## src/rtl/lzd_pkg.sv

```systemverilog
`default_nettype none

package lzd_pkg;

  localparam int unsigned HIST_DEPTH  = 256;
  localparam int unsigned HIST_AW     = $clog2(HIST_DEPTH);
  localparam int unsigned BPR_DEFAULT = 8;
  localparam int unsigned MAX_RESULTS = 33;
  localparam int unsigned RES_W       = $clog2(MAX_RESULTS + 1);
  localparam int unsigned CNT_W       = 9;
  localparam int unsigned OLEN_W      = 24;
  localparam int unsigned OUT_W       = 64;
  localparam int unsigned BCNT_W      = 4;
  localparam int unsigned CMDQ_DEPTH  = 2;
  localparam int unsigned CMDQ_PW     = $clog2(CMDQ_DEPTH);
  localparam int unsigned CMDQ_CW     = $clog2(CMDQ_DEPTH + 1);

  typedef enum logic {
    CMD_FILL,
    CMD_COPY
  } cmd_kind_e;

  typedef enum logic [1:0] {
    ERR_NONE    = 2'd0,
    ERR_OFFSET  = 2'd1,
    ERR_LIT_EXT = 2'd2
  } err_code_e;

  typedef struct packed {
    logic             lit_valid;
    logic [7:0]       lit_byte;
    cmd_kind_e        kind;
    logic [CNT_W-1:0] count;
    logic [7:0]       offset;
    logic             done;
    err_code_e        err;
  } cmd_t;

endpackage

`default_nettype wire

```

## src/rtl/lzd_ram.sv

```systemverilog
`default_nettype none

module lzd_ram #(
  parameter int unsigned WIDTH = 8,
  parameter int unsigned DEPTH = 256
) (
  input  wire logic                     clk_i,
  input  wire logic                     we_i,
  input  wire logic [$clog2(DEPTH)-1:0] waddr_i,
  input  wire logic [WIDTH-1:0]         wdata_i,
  input  wire logic                     re_i,
  input  wire logic [$clog2(DEPTH)-1:0] raddr_i,
  output logic      [WIDTH-1:0]         rdata_o
);

  logic [WIDTH-1:0] mem [DEPTH];
  logic [WIDTH-1:0] rdata_q;

  always_ff @(posedge clk_i) begin
    if (we_i) begin
      mem[waddr_i] <= wdata_i;
    end
    if (re_i) begin
      rdata_q <= mem[raddr_i];
    end
  end

  assign rdata_o = rdata_q;

endmodule

`default_nettype wire

```

## src/rtl/lzd_front.sv

```systemverilog
`default_nettype none

module lzd_front (
  input  wire logic                        clk_i,
  input  wire logic                        rst_ni,
  input  wire logic                        push_i,
  input  wire logic [7:0]                  in_byte_i,
  input  wire logic [lzd_pkg::OLEN_W-1:0]  olen_i,
  output lzd_pkg::cmd_t                    cmd_o
);

  import lzd_pkg::*;

  localparam logic [2:0] PH_TOKEN    = 3'd0;
  localparam logic [2:0] PH_LIT_EXT  = 3'd1;
  localparam logic [2:0] PH_LEN_EXT  = 3'd2;
  localparam logic [2:0] PH_LITERALS = 3'd3;
  localparam logic [2:0] PH_OFFSET   = 3'd4;

  logic [2:0]        phase_q, phase_d;
  logic [7:0]        lit_q, lit_d;
  logic [7:0]        run_q, run_d;
  logic              match_q, match_d;
  logic [OLEN_W-1:0] bw_q, bw_d;
  logic              done_q, done_d;
  err_code_e         err_q, err_d;

  logic              hdr, aft, tok_end, emit_lit, copy_go, zero_run;
  logic [CNT_W-1:0]  cnt;
  logic [OLEN_W:0]   bw_sum;

  always_comb begin
    phase_d  = phase_q;
    lit_d    = lit_q;
    run_d    = run_q;
    match_d  = match_q;
    err_d    = err_q;
    hdr      = 1'b0;
    aft      = 1'b0;
    tok_end  = 1'b0;
    emit_lit = 1'b0;
    copy_go  = 1'b0;
    zero_run = 1'b0;

    if (!done_q && err_q == ERR_NONE) begin
      unique case (phase_q)
        PH_TOKEN: begin
          match_d = in_byte_i[3];
          run_d   = {4'd0, in_byte_i[7:4]};
          if (in_byte_i[2:0] == 3'd0) begin
            phase_d = PH_LIT_EXT;
          end else begin
            lit_d = {5'd0, in_byte_i[2:0] - 3'd1};
            if (in_byte_i[7:4] == 4'd0) begin
              phase_d = PH_LEN_EXT;
            end else begin
              hdr = 1'b1;
            end
          end
        end
        PH_LIT_EXT: begin
          if (in_byte_i == 8'd0) begin
            err_d   = ERR_LIT_EXT;
            phase_d = PH_TOKEN;
          end else begin
            lit_d = in_byte_i - 8'd1;
            if (run_q == 8'd0) begin
              phase_d = PH_LEN_EXT;
            end else begin
              hdr = 1'b1;
            end
          end
        end
        PH_LEN_EXT: begin
          run_d = in_byte_i;
          hdr   = 1'b1;
        end
        PH_LITERALS: begin
          emit_lit = 1'b1;
          lit_d    = lit_q - 8'd1;
          if (lit_q == 8'd1) begin
            aft = 1'b1;
          end
        end
        PH_OFFSET: begin
          phase_d = PH_TOKEN;
          if (in_byte_i == 8'd0) begin
            err_d = ERR_OFFSET;
          end else begin
            copy_go = 1'b1;
            tok_end = 1'b1;
          end
        end
        default: begin
          phase_d = PH_TOKEN;
        end
      endcase

      if (hdr) begin
        if (lit_d != 8'd0) begin
          phase_d = PH_LITERALS;
        end else begin
          aft = 1'b1;
        end
      end

      if (aft) begin
        if (match_d) begin
          phase_d = PH_OFFSET;
        end else begin
          zero_run = 1'b1;
          tok_end  = 1'b1;
          phase_d  = PH_TOKEN;
        end
      end
    end
  end

  always_comb begin
    if (copy_go) begin
      cnt = {1'b0, run_q} + CNT_W'(2);
    end else begin
      cnt = CNT_W'(emit_lit) + (zero_run ? {1'b0, run_d} : CNT_W'(0));
    end
    bw_sum = {1'b0, bw_q} + (OLEN_W + 1)'(cnt);
    bw_d   = bw_sum[OLEN_W] ? '1 : bw_sum[OLEN_W-1:0];
    done_d = done_q | (tok_end && (bw_d >= olen_i));
  end

  always_comb begin
    cmd_o.lit_valid = emit_lit;
    cmd_o.lit_byte  = in_byte_i;
    cmd_o.kind      = copy_go ? CMD_COPY : CMD_FILL;
    cmd_o.count     = cnt;
    cmd_o.offset    = in_byte_i;
    cmd_o.done      = done_d;
    cmd_o.err       = err_d;
  end

  always_ff @(posedge clk_i or negedge rst_ni) begin
    if (!rst_ni) begin
      phase_q <= PH_TOKEN;
      lit_q   <= '0;
      run_q   <= '0;
      match_q <= 1'b0;
      bw_q    <= '0;
      done_q  <= 1'b0;
      err_q   <= ERR_NONE;
    end else if (push_i) begin
      phase_q <= phase_d;
      lit_q   <= lit_d;
      run_q   <= run_d;
      match_q <= match_d;
      bw_q    <= bw_d;
      done_q  <= done_d;
      err_q   <= err_d;
    end
  end

`ifndef SYNTHESIS
  a_done_sticky: assert property (@(posedge clk_i) disable iff (!rst_ni)
    done_q |=> done_q)
    else $error("finish flag dropped");

  a_err_sticky: assert property (@(posedge clk_i) disable iff (!rst_ni)
    err_q != ERR_NONE |=> err_q == $past(err_q))
    else $error("error latch changed");
`endif

endmodule

`default_nettype wire

```

## src/rtl/lzd_fifo.sv

```systemverilog
`default_nettype none

module lzd_fifo (
  input  wire logic  clk_i,
  input  wire logic  rst_ni,
  input  wire logic  push_i,
  input  wire lzd_pkg::cmd_t push_data_i,
  input  wire logic  pop_i,
  output lzd_pkg::cmd_t pop_data_o,
  output logic       full_o,
  output logic       empty_o
);

  import lzd_pkg::*;

  cmd_t               entry_q [CMDQ_DEPTH];
  logic [CMDQ_PW-1:0] wr_ptr_q;
  logic [CMDQ_PW-1:0] rd_ptr_q;
  logic [CMDQ_CW-1:0] cnt_q;

  assign full_o     = (cnt_q == CMDQ_CW'(CMDQ_DEPTH));
  assign empty_o    = (cnt_q == '0);
  assign pop_data_o = entry_q[rd_ptr_q];

  always_ff @(posedge clk_i) begin
    if (push_i) begin
      entry_q[wr_ptr_q] <= push_data_i;
    end
  end

  always_ff @(posedge clk_i or negedge rst_ni) begin
    if (!rst_ni) begin
      wr_ptr_q <= '0;
      rd_ptr_q <= '0;
      cnt_q    <= '0;
    end else begin
      if (push_i) begin
        wr_ptr_q <= wr_ptr_q + CMDQ_PW'(1);
      end
      if (pop_i) begin
        rd_ptr_q <= rd_ptr_q + CMDQ_PW'(1);
      end
      if (push_i && !pop_i) begin
        cnt_q <= cnt_q + CMDQ_CW'(1);
      end else if (pop_i && !push_i) begin
        cnt_q <= cnt_q - CMDQ_CW'(1);
      end
    end
  end

`ifndef SYNTHESIS
  a_no_overflow: assert property (@(posedge clk_i) disable iff (!rst_ni)
    full_o && !pop_i |=> cnt_q == CMDQ_CW'(CMDQ_DEPTH) && !$past(push_i))
    else $error("command queue overflow");

  a_no_underflow: assert property (@(posedge clk_i) disable iff (!rst_ni)
    pop_i |-> !empty_o)
    else $error("command queue underflow");
`endif

endmodule

`default_nettype wire

```

## src/rtl/lzd_back.sv

```systemverilog
`default_nettype none

module lzd_back #(
  parameter int unsigned BYTES_PER_RESULT = lzd_pkg::BPR_DEFAULT
) (
  input  wire logic                       clk_i,
  input  wire logic                       rst_ni,
  input  wire logic                       empty_i,
  input  wire lzd_pkg::cmd_t              head_i,
  output logic                            pop_o,
  output logic                            out_valid_o,
  input  wire logic                       out_stall_i,
  output logic [lzd_pkg::OUT_W-1:0]       out_bytes_o,
  output logic [lzd_pkg::BCNT_W-1:0]      byte_count_o,
  output logic                            last_o,
  output logic                            finished_o,
  output logic [1:0]                      error_code_o
);

  import lzd_pkg::*;

  localparam int unsigned PW = 8 * BYTES_PER_RESULT;

  localparam logic [1:0] ST_IDLE = 2'd0;
  localparam logic [1:0] ST_READ = 2'd1;
  localparam logic [1:0] ST_EMIT = 2'd2;

  logic [1:0]         state_q, state_d;
  logic               lit_pend_q, lit_pend_d;
  logic [7:0]         lit_byte_q, lit_byte_d;
  logic               copy_q, copy_d;
  logic [CNT_W-1:0]   cnt_q, cnt_d;
  logic [7:0]         off_q, off_d;
  logic               done_q, done_d;
  err_code_e          err_q, err_d;
  logic [PW-1:0]      word_q, word_d;
  logic [BCNT_W-1:0]  fill_q, fill_d;
  logic [RES_W-1:0]   res_q, res_d;
  logic [HIST_AW-1:0] hp_q;
  logic [HIST_DEPTH-1:0] hvalid_q;
  logic               rd_valid_q;

  logic               out_valid_q;
  logic [OUT_W-1:0]   out_bytes_q;
  logic [BCNT_W-1:0]  out_cnt_q;
  logic               out_last_q;
  logic               out_done_q;
  err_code_e          out_err_q;

  logic               ram_we, ram_re;
  logic [HIST_AW-1:0] ram_raddr;
  logic [7:0]         ram_rdata;
  logic [7:0]         cur_byte;
  logic [PW-1:0]      new_word;
  logic               has_byte, final_byte, flush, keep, go, out_free, out_load;

  lzd_ram #(
    .WIDTH (8),
    .DEPTH (HIST_DEPTH)
  ) u_hist (
    .clk_i   (clk_i),
    .we_i    (ram_we),
    .waddr_i (hp_q),
    .wdata_i (cur_byte),
    .re_i    (ram_re),
    .raddr_i (ram_raddr),
    .rdata_o (ram_rdata)
  );

  assign out_free  = !out_valid_q || !out_stall_i;
  assign ram_raddr = hp_q - off_q;
  assign has_byte  = (cnt_q != '0);
  assign final_byte = (cnt_q <= CNT_W'(1));
  assign flush     = final_byte || (fill_q == BCNT_W'(BYTES_PER_RESULT - 1));
  assign keep      = (res_q < RES_W'(MAX_RESULTS));

  always_comb begin
    if (lit_pend_q) begin
      cur_byte = lit_byte_q;
    end else if (copy_q && rd_valid_q) begin
      cur_byte = ram_rdata;
    end else begin
      cur_byte = 8'd0;
    end
  end

  always_comb begin
    new_word = word_q;
    for (int i = 0; i < int'(BYTES_PER_RESULT); i++) begin
      if (fill_q == BCNT_W'(i)) begin
        new_word[8*i +: 8] = cur_byte;
      end
    end
  end

  always_comb begin
    state_d    = state_q;
    lit_pend_d = lit_pend_q;
    lit_byte_d = lit_byte_q;
    copy_d     = copy_q;
    cnt_d      = cnt_q;
    off_d      = off_q;
    done_d     = done_q;
    err_d      = err_q;
    word_d     = word_q;
    fill_d     = fill_q;
    res_d      = res_q;
    pop_o      = 1'b0;
    ram_we     = 1'b0;
    ram_re     = 1'b0;
    go         = 1'b0;
    out_load   = 1'b0;

    unique case (state_q)
      ST_IDLE: begin
        if (!empty_i) begin
          pop_o      = 1'b1;
          lit_pend_d = head_i.lit_valid;
          lit_byte_d = head_i.lit_byte;
          copy_d     = (head_i.kind == CMD_COPY);
          cnt_d      = head_i.count;
          off_d      = head_i.offset;
          done_d     = head_i.done;
          err_d      = head_i.err;
          word_d     = '0;
          fill_d     = '0;
          res_d      = '0;
          state_d    = (head_i.kind == CMD_COPY && head_i.count != '0 && !head_i.lit_valid)
                       ? ST_READ : ST_EMIT;
        end
      end
      ST_READ: begin
        ram_re  = 1'b1;
        state_d = ST_EMIT;
      end
      ST_EMIT: begin
        go = !(flush && keep) || out_free;
        if (go) begin
          if (has_byte) begin
            ram_we     = 1'b1;
            cnt_d      = cnt_q - CNT_W'(1);
            lit_pend_d = 1'b0;
            word_d     = new_word;
            fill_d     = fill_q + BCNT_W'(1);
          end
          if (flush) begin
            word_d   = '0;
            fill_d   = '0;
            out_load = keep;
            if (keep) begin
              res_d = res_q + RES_W'(1);
            end
          end
          if (final_byte) begin
            state_d = ST_IDLE;
          end else if (copy_q) begin
            state_d = ST_READ;
          end
        end
      end
      default: begin
        state_d = ST_IDLE;
      end
    endcase
  end

  always_ff @(posedge clk_i) begin
    lit_byte_q <= lit_byte_d;
    off_q      <= off_d;
    word_q     <= word_d;
    if (out_load) begin
      out_bytes_q <= OUT_W'(new_word);
      out_cnt_q   <= has_byte ? fill_q + BCNT_W'(1) : BCNT_W'(0);
      out_last_q  <= final_byte || (res_q == RES_W'(MAX_RESULTS - 1));
      out_done_q  <= done_q;
      out_err_q   <= err_q;
    end
  end

  always_ff @(posedge clk_i or negedge rst_ni) begin
    if (!rst_ni) begin
      state_q     <= ST_IDLE;
      lit_pend_q  <= 1'b0;
      copy_q      <= 1'b0;
      cnt_q       <= '0;
      done_q      <= 1'b0;
      err_q       <= ERR_NONE;
      fill_q      <= '0;
      res_q       <= '0;
      hp_q        <= '0;
      hvalid_q    <= '0;
      rd_valid_q  <= 1'b0;
      out_valid_q <= 1'b0;
    end else begin
      state_q    <= state_d;
      lit_pend_q <= lit_pend_d;
      copy_q     <= copy_d;
      cnt_q      <= cnt_d;
      done_q     <= done_d;
      err_q      <= err_d;
      fill_q     <= fill_d;
      res_q      <= res_d;
      if (ram_we) begin
        hp_q           <= hp_q + HIST_AW'(1);
        hvalid_q[hp_q] <= 1'b1;
      end
      if (ram_re) begin
        rd_valid_q <= hvalid_q[ram_raddr];
      end
      if (out_load) begin
        out_valid_q <= 1'b1;
      end else if (!out_stall_i) begin
        out_valid_q <= 1'b0;
      end
    end
  end

  assign out_valid_o  = out_valid_q;
  assign out_bytes_o  = out_bytes_q;
  assign byte_count_o = out_cnt_q;
  assign last_o       = out_last_q;
  assign finished_o   = out_done_q;
  assign error_code_o = out_err_q;

`ifndef SYNTHESIS
  a_read_then_emit: assert property (@(posedge clk_i) disable iff (!rst_ni)
    state_q == ST_READ |=> state_q == ST_EMIT)
    else $error("history read not followed by emit");

  a_hp_on_write: assert property (@(posedge clk_i) disable iff (!rst_ni)
    !ram_we |=> hp_q == $past(hp_q))
    else $error("history pointer moved without a write");
`endif

endmodule

`default_nettype wire

```

## src/rtl/lz_byte_stream_decompressor.sv

```systemverilog
// LZ byte stream decompressor.
// Input channel: one compressed byte per transaction on in_byte_i, handshake
// in_valid_i / in_stall_o. Output channel: packed decoded bytes (first byte in
// bits 7:0) with byte_count_o, last_o, finished_o and error_code_o, handshake
// out_valid_o / out_stall_i. Every input byte yields one or more results; the
// final one carries last_o, a byte that decodes nothing yields one result with
// byte_count_o of zero.
// cfg_wr_en_i writes cfg_wr_data_i into the output length register; write it
// only while the block is idle.
// The parser takes one byte per cycle while its two-entry command queue has
// room, and keeps taking bytes while the executor is still busy. The executor
// loads a command in its idle state, then emits each literal or zero-run byte
// (or a status-only result) from its emit state; each back-reference byte also
// passes through a read state for the registered read of the 256-byte history.
// Reset clears the parser, history (read as zero until written), counters
// and the output valid flag. A stall on the output holds the current result;
// the executor and then the parser back up behind it.
`default_nettype none

module lz_byte_stream_decompressor #(
  parameter int unsigned BYTES_PER_RESULT = lzd_pkg::BPR_DEFAULT
) (
  input  wire logic                       clk_i,
  input  wire logic                       rst_ni,
  input  wire logic                       cfg_wr_en_i,
  input  wire logic [lzd_pkg::OLEN_W-1:0] cfg_wr_data_i,
  input  wire logic                       in_valid_i,
  output logic                            in_stall_o,
  input  wire logic [7:0]                 in_byte_i,
  output logic                            out_valid_o,
  input  wire logic                       out_stall_i,
  output logic [lzd_pkg::OUT_W-1:0]       out_bytes_o,
  output logic [lzd_pkg::BCNT_W-1:0]      byte_count_o,
  output logic                            last_o,
  output logic                            finished_o,
  output logic [1:0]                      error_code_o
);

  import lzd_pkg::*;

  logic [OLEN_W-1:0] olen_q;
  logic              push, pop, full, empty;
  cmd_t              push_cmd, head_cmd;

  always_ff @(posedge clk_i or negedge rst_ni) begin
    if (!rst_ni) begin
      olen_q <= '0;
    end else if (cfg_wr_en_i) begin
      olen_q <= cfg_wr_data_i;
    end
  end

  assign in_stall_o = full;
  assign push       = in_valid_i && !full;

  lzd_front u_front (
    .clk_i     (clk_i),
    .rst_ni    (rst_ni),
    .push_i    (push),
    .in_byte_i (in_byte_i),
    .olen_i    (olen_q),
    .cmd_o     (push_cmd)
  );

  lzd_fifo u_fifo (
    .clk_i       (clk_i),
    .rst_ni      (rst_ni),
    .push_i      (push),
    .push_data_i (push_cmd),
    .pop_i       (pop),
    .pop_data_o  (head_cmd),
    .full_o      (full),
    .empty_o     (empty)
  );

  lzd_back #(
    .BYTES_PER_RESULT (BYTES_PER_RESULT)
  ) u_back (
    .clk_i        (clk_i),
    .rst_ni       (rst_ni),
    .empty_i      (empty),
    .head_i       (head_cmd),
    .pop_o        (pop),
    .out_valid_o  (out_valid_o),
    .out_stall_i  (out_stall_i),
    .out_bytes_o  (out_bytes_o),
    .byte_count_o (byte_count_o),
    .last_o       (last_o),
    .finished_o   (finished_o),
    .error_code_o (error_code_o)
  );

endmodule

`default_nettype wire
```

## config.mk

```make
export PLATFORM = sky130hd
export DESIGN_NAME = lz_byte_stream_decompressor
export DESIGN_NICKNAME = d
export VERILOG_FILES = /design/src/rtl/lzd_pkg.sv /design/src/rtl/lzd_ram.sv /design/src/rtl/lzd_front.sv /design/src/rtl/lzd_fifo.sv /design/src/rtl/lzd_back.sv /design/src/rtl/lz_byte_stream_decompressor.sv
export SDC_FILE = /design/constraint.sdc
export NUM_CORES = 2
export LEC_CHECK = 0
export ABC_CLOCK_PERIOD_IN_PS = 19400
export BUFFER_PORTS_ARGS = -buffer_cell sky130_fd_sc_hd__buf_4
export CORE_MARGIN = 10
export CORE_UTILIZATION = 38
export CTS_BUF_LIST = sky130_fd_sc_hd__clkbuf_8
export CTS_CLUSTER_DIAMETER = 200
export DETAILED_ROUTE_END_ITERATION = 6
export GPL_ROUTABILITY_DRIVEN = 0
export SETUP_SLACK_MARGIN = 0.4
export SYNTH_ARGS = -nofsm -noshare
export SYNTH_HDL_FRONTEND = slang
export SYNTH_SLANG_ARGS = --single-unit
export TNS_END_PERCENT = 10
```

## constraint.sdc

```tcl
create_clock -name clk_i -period 19.4 [get_ports clk_i]
set_input_delay 0.97 -clock clk_i [delete_from_list [all_inputs] [get_ports clk_i]]
set_output_delay 0.97 -clock clk_i [all_outputs]
set_load 0.005 [all_outputs]
```

Yosys cells after proc, flatten, opt, wreduce, memory -nomap -nowiden
Memories as Yosys holds them, arrays and structs flattened. A register that Yosys moved wholly into a read port is not among the register bits.
Cells that the tools add are included.
{ "totals": {"out_inout_bits": 74, "mem_bits_rw": 2108, "in_bits": 37, "regBits": 519, "mem_count": 2} }
{ "mem_list": {"columns": ["memory", "depth", "width", "rd", "rd_ports_with_merged_regs", "wr", "line", "rtl"], "rows": [
  ["u_back.u_hist.mem", 256, 8, 1, 1, 1, "lzd_ram.sv:16", "logic [WIDTH-1:0] mem [DEPTH];"],
  ["u_fifo.entry_q", 2, 30, 1, 0, 1, "lzd_fifo.sv:16", "cmd_t entry_q [CMDQ_DEPTH];"]
]} }
{ "op_classes": {"muxes": 107, "addsub": 15, "bitwise": 3, "reduce_logical": 43, "n_eq_ne": 24, "magnitude_cmp": 6} }
{ "ops": {"columns": ["operator", "count"], "rows": [
  ["two-way mux 64 bit", 4],
  ["OR 256 bit", 1],
  ["one-hot mux 64 bit (2 select lines)", 1],
  ["two-way mux 8 bit", 15],
  ["two-way mux 1 bit", 44],
  ["two-way mux 9 bit", 4],
  ["adder 24 x 9 -> 25 bit", 1],
  [">= comparator 24 bit", 1],
  ["two-way mux 24 bit", 1],
  ["two-way mux 3 bit", 8],
  ["two-way mux 6 bit", 4],
  ["one-hot mux 8 bit (3 select lines)", 1],
  ["two-way mux 2 bit", 10],
  ["less-than comparator 8 x 9 -> 1 bit (second input constant)", 2],
  ["one-hot mux 9 bit (2 select lines)", 1],
  ["nonzero test 9 bit", 2],
  ["equality test 4 x 3 -> 1 bit (second input constant)", 4],
  ["logical NOT 8 bit", 2],
  ["two-way mux 4 bit", 4],
  ["one-hot mux 8 bit (2 select lines)", 1],
  ["subtractor 8 x 1 -> 8 bit (second input constant)", 2],
  ["one-hot mux 6 bit (2 select lines)", 1],
  ["logical AND 1 bit", 10],
  ["inequality test 2 x 1 -> 1 bit (second input constant)", 5],
  ["47 further kinds", 69]
]} }

Longest topological paths before layout
{ "depth": {"ltp_word": 18, "depth_mapped": 34, "ltp_nobuf": 34} }

Hierarchy
A second synthesis with hierarchy kept.
{ "unflattened": {"hier_cells": 5921, "hier_area_um2": 106744.9} }
{ "by_module_without_submodules": {"columns": ["mod", "cells_each", "instances", "area_per_inst_um2"], "rows": [
  ["lzd_ram", 3733, 1, 79636.4],
  ["lzd_back", 1474, 1, 19212.2],
  ["lzd_front", 553, 1, 4533.1],
  ["lzd_fifo", 109, 1, 2359.8],
  ["lz_byte_stream_decompressor", 52, 1, 1003.5]
]} }

Least setup slack after synthesis
No wires, ideal clock.
{ "synth_path": {"kind": "input port to flip-flop", "start": "in in_byte_i[0]", "end": "mem u_fifo.entry_q[0][2] (netlist name), data pin", "n_path_buf": 1, "arrival_ns": 7.168, "t_required_ns": 19.214, "cell_stages": 31, "setup_ns": 0.186, "setup_slack_ns": 12.046, "path_cell_list": "inv_1 -> ha_1 -> or3b_2 -> clkbuf_1 -> nor3_1 -> mux2_2 -> a211oi_1 -> nand4_1 -> o31ai_4 -> nand2_1 -> nor2_1 -> ha_1 -> ha_1 -> nand2_1 -> o21ai_0 -> ha_1 -> a21o_1 -> a21oi_1 -> o21bai_1 -> a2111oi_0 -> o31ai_1 -> nor2b_1 -> nand2_1 -> xor2_1 -> nand2_1 -> ha_1 -> nand4_1 -> or4_1 -> a21oi_1 -> nor3_1 -> o31ai_1"} }
{ "synth_lines": {"columns": ["item", "line", "rtl"], "rows": [
  ["start, declared", "lz_byte_stream_decompressor.sv:29", "input wire logic [7:0] in_byte_i,"],
  ["end, declared", "lzd_fifo.sv:16", null]
]} }

==> results.sh <==
export IMPL_cts_setup_buffers=0
export IMPL_ys_async_sr_fraction_pct=14.1
export IMPL_layout_common_cells="2244 x edfxtp_1, 720 x mux4_2, 437 x clkbuf_8"
export IMPL_syn2layout_area_growth_pct=12.1
export IMPL_clk_pin_slew_ns=0.06
export IMPL_rows=192
export IMPL_grt_max_degree=174
export IMPL_die_x_um=545
export IMPL_cts_root_buf="clkbuf_8"
export IMPL_start_util_pct=38.2
export IMPL_mappedNetlistNets=5478
export IMPL_period_minus_slack_ns=7.97
export IMPL_die_h_um=545
export IMPL_numCtsBuffers=414
export IMPL_final_common_cell="edfxtp_1"
export IMPL_viasPerCell=5.40
export IMPL_setup_violations=0
export IMPL_track_usage_pct=16.5
export IMPL_drc=0
export IMPL_synthFlopType="edfxtp_1"
export IMPL_slowest_stage="dfrtp_1"
export IMPL_maxSlewViolCount=0
export IMPL_overflow=0
export IMPL_drt_iter0_drc=4862
export IMPL_hold_path_class="in -> reg"
export IMPL_hold_start="cfg_wr_data_i[11]"
export IMPL_outcome="finished, final reports clean"
export IMPL_crit_family="compound AO/OA/AOI/OAI gates"
export IMPL_start_kind="flop"
export IMPL_first_global_vias=54237
export IMPL_wl_mm=252
export IMPL_criticalPathCategory="reg -> reg"
export IMPL_antenna_found_initial=3
export IMPL_post_drt_wl_per_cell_um=26.0
export IMPL_ys_ff_latch=2611
export IMPL_netlist_instances=5378
export IMPL_crit_arrival_ns=8.77
export IMPL_htreeDepth=5
export IMPL_clock_sinks=2611
export IMPL_io_pins=111
export IMPL_grt_pass1_wl_mm=373
export IMPL_worst_path_buf_inv=0
export IMPL_synth_top_cell_area_share_pct=64.3
export IMPL_clock_skew_ns=0.0885
export IMPL_crit_start="u_front.phase_q[0]"
export IMPL_cts_tree="built"
export IMPL_r2r_start="u_front.phase_q[0]"
export IMPL_netlist_area_mm2=0.105
export IMPL_worstMarginPinSlew_ns=1.22
export IMPL_rsz0062_at_grt="false"
export IMPL_vias=52264
export IMPL_maxCapViolCount=0
export IMPL_synth_edf_count=2244
export IMPL_dr_pass1_iters=6
export IMPL_port_buffers=110
export IMPL_hpwlAfterDp_mm=144
export IMPL_synth_area_leaders="edfxtp_1 64%, mux4_2 15%, dfrtp_1 8.8%"
export IMPL_cp_max_fo=20
export IMPL_fin_crit_sh_pct=41.1
export IMPL_nets=5752
export IMPL_fmax_mhz=125
export IMPL_hold_viol=0
export IMPL_synth_cell_types=78
export IMPL_ys_warn_count=0
export IMPL_coreArea_mm2=0.274
export IMPL_finalSetupTns_ns=0
export IMPL_fillers=23684
export IMPL_cts_resized=0
export IMPL_seq_area_frac_synth_pct=73.1
export IMPL_crit_required_ns=20.20
export IMPL_fp_dieArea_mm2=0.297
export IMPL_clk_latency_ns=1.02
export IMPL_slew_limit_headroom_pct=18.3
export IMPL_drive_gt1_share_pct=25.7
export IMPL_cp_slowest_stage_delay_ns=0.71
export IMPL_ant_nets=0
export IMPL_end_kind="flop"
export IMPL_avgSynthCellArea_um2=19.5
export IMPL_synth_top_area_cell="edfxtp_1"
export IMPL_clockBufferDepth=4
## timing repair
item / 4_1_cts / 5_1_grt
hold buffers: 1 / 0
endpoints found under the setup margin: 0 / 0
endpoints found under the hold margin: 83 / 0
## cells in the mapped netlist (3+ instances only)
cell,instances
nor4_1,8
ha_1,61
or3_1,5
o21a_1,5
and2_1,11
nand3b_1,4
inv_1,67
nor3_1,28
o22ai_1,14
buf_2,59
a22o_1,11
mux4_2,720
mux2_2,24
nand4_1,12
nor2_1,363
o21bai_1,227
buf_6,5
clkbuf_1,236
a22oi_1,6
a21oi_1,93
nand2b_1,11
xnor2_1,24
o211ai_1,4
o21ai_0,99
o31ai_1,4
a31oi_1,20
xor2_1,29
or2_2,17
nand3_1,30
mux2i_1,139
or4_1,6
nand2_2,3
buf_1,31
o41ai_1,3
and3_1,83
nor2b_1,17
a221oi_1,5
or2_1,20
a21o_1,10
edfxtp_1,2244
buf_4,10
o2111ai_1,5
nand2_1,193
dfrtp_1,367
## path summary, 6_finish.rpt
kind                                                to  slack (ns)  depth (start not counted)
worst max-delay path              u_fifo.entry_q[0][2]       11.43                         28
worst min-delay path                        olen_q[11]        0.19                          3
worst max register to register    u_fifo.entry_q[0][2]       11.43                         28
worst min register to register  u_back.error_code_o[1]        0.45                          0
max in group asynchronous         u_back.hvalid_q[108]       16.49                          4
min in group asynchronous                    olen_q[3]        0.60                          2
## logic make-up after synthesis
family                   Yosys count  synth area share (%)
AO/OA/AOI/OAI                    531                  3.42
XOR/XNOR                          53                 0.443
adder cells (fa/ha/maj)           63                 0.767
buffers and inverters            409                  1.61
flip-flops                      2611                  73.1
multiplexers                     883                  17.1
AND/OR/NAND/NOR                  828                  3.63
## layout make-up
class / count / area, um2 / share of cell area [%]
well taps: 3686 / 4610 / 3.93
clock inverters: 312 / 1690 / 1.44
clock buffers: 437 / 6010 / 5.12
flip-flops and latches: 2611 / 76600 / 65.2
inverters: 68 / 315 / 0.268
diodes: 2 / 5.00 / 0.00426
multi-input cells: 2358 / 26700 / 22.7
repair buffers: 199 / 1550 / 1.32
## flip-flops by register name, indices dropped and copies added (netlist names), 3 cells and up
name	cells
u_front.bw_q	24
u_back.out_bytes_o	64
u_back.fill_q	4
u_back.res_q	6
u_front.run_q	8
u_back.u_hist.mem	2048
u_back.cnt_q	9
u_front.phase_q	3
u_back.hp_q	8
olen_q	24
u_back.word_q	64
u_fifo.entry_q	44
u_back.off_q	8
u_back.u_hist.rdata_o	8
u_back.byte_count_o	4
u_front.lit_q	8
u_back.hvalid_q	256
## layer usage
metal  routed length [um]  track usage, %  up-vias
li1                     -               -    22298
met1               106000            22.6    27887
met2               124000            26.9     1680
met3                15300            3.00      399
met4                 7160            4.95        0
met5                    0               0        -
## worst min-delay path, delay by kind of cell
kind	cells	cell delay [ns]
buffers and inverters	1	0.08
and+or+nand+nor	1	0.04
AOI/OAI and AO/OA	1	0.06
## through the flow
stage | setup WS, ns | util, % | cells | hold WS [ns] | area [um2]
2_1_floorplan | 12.05 | - | 5378 | 0.426 | 105000
3_3_place_gp | 10.88 | 40.0 | 8921 | 0.433 | 110000
3_5_place_dp | 10.76 | 40.0 | 8921 | 0.435 | 110000
4_1_cts | 11.49 | 42.9 | 9671 | 0.0873 | 117000
5_1_grt | 10.76 | 42.9 | 9672 | 0.162 | 117000
6_report | 11.43 | 42.9 | 9673 | 0.189 | 117000
Power is not shown: default switching activity piles up to over one toggle a cycle in this logic, so the estimate is an artifact.
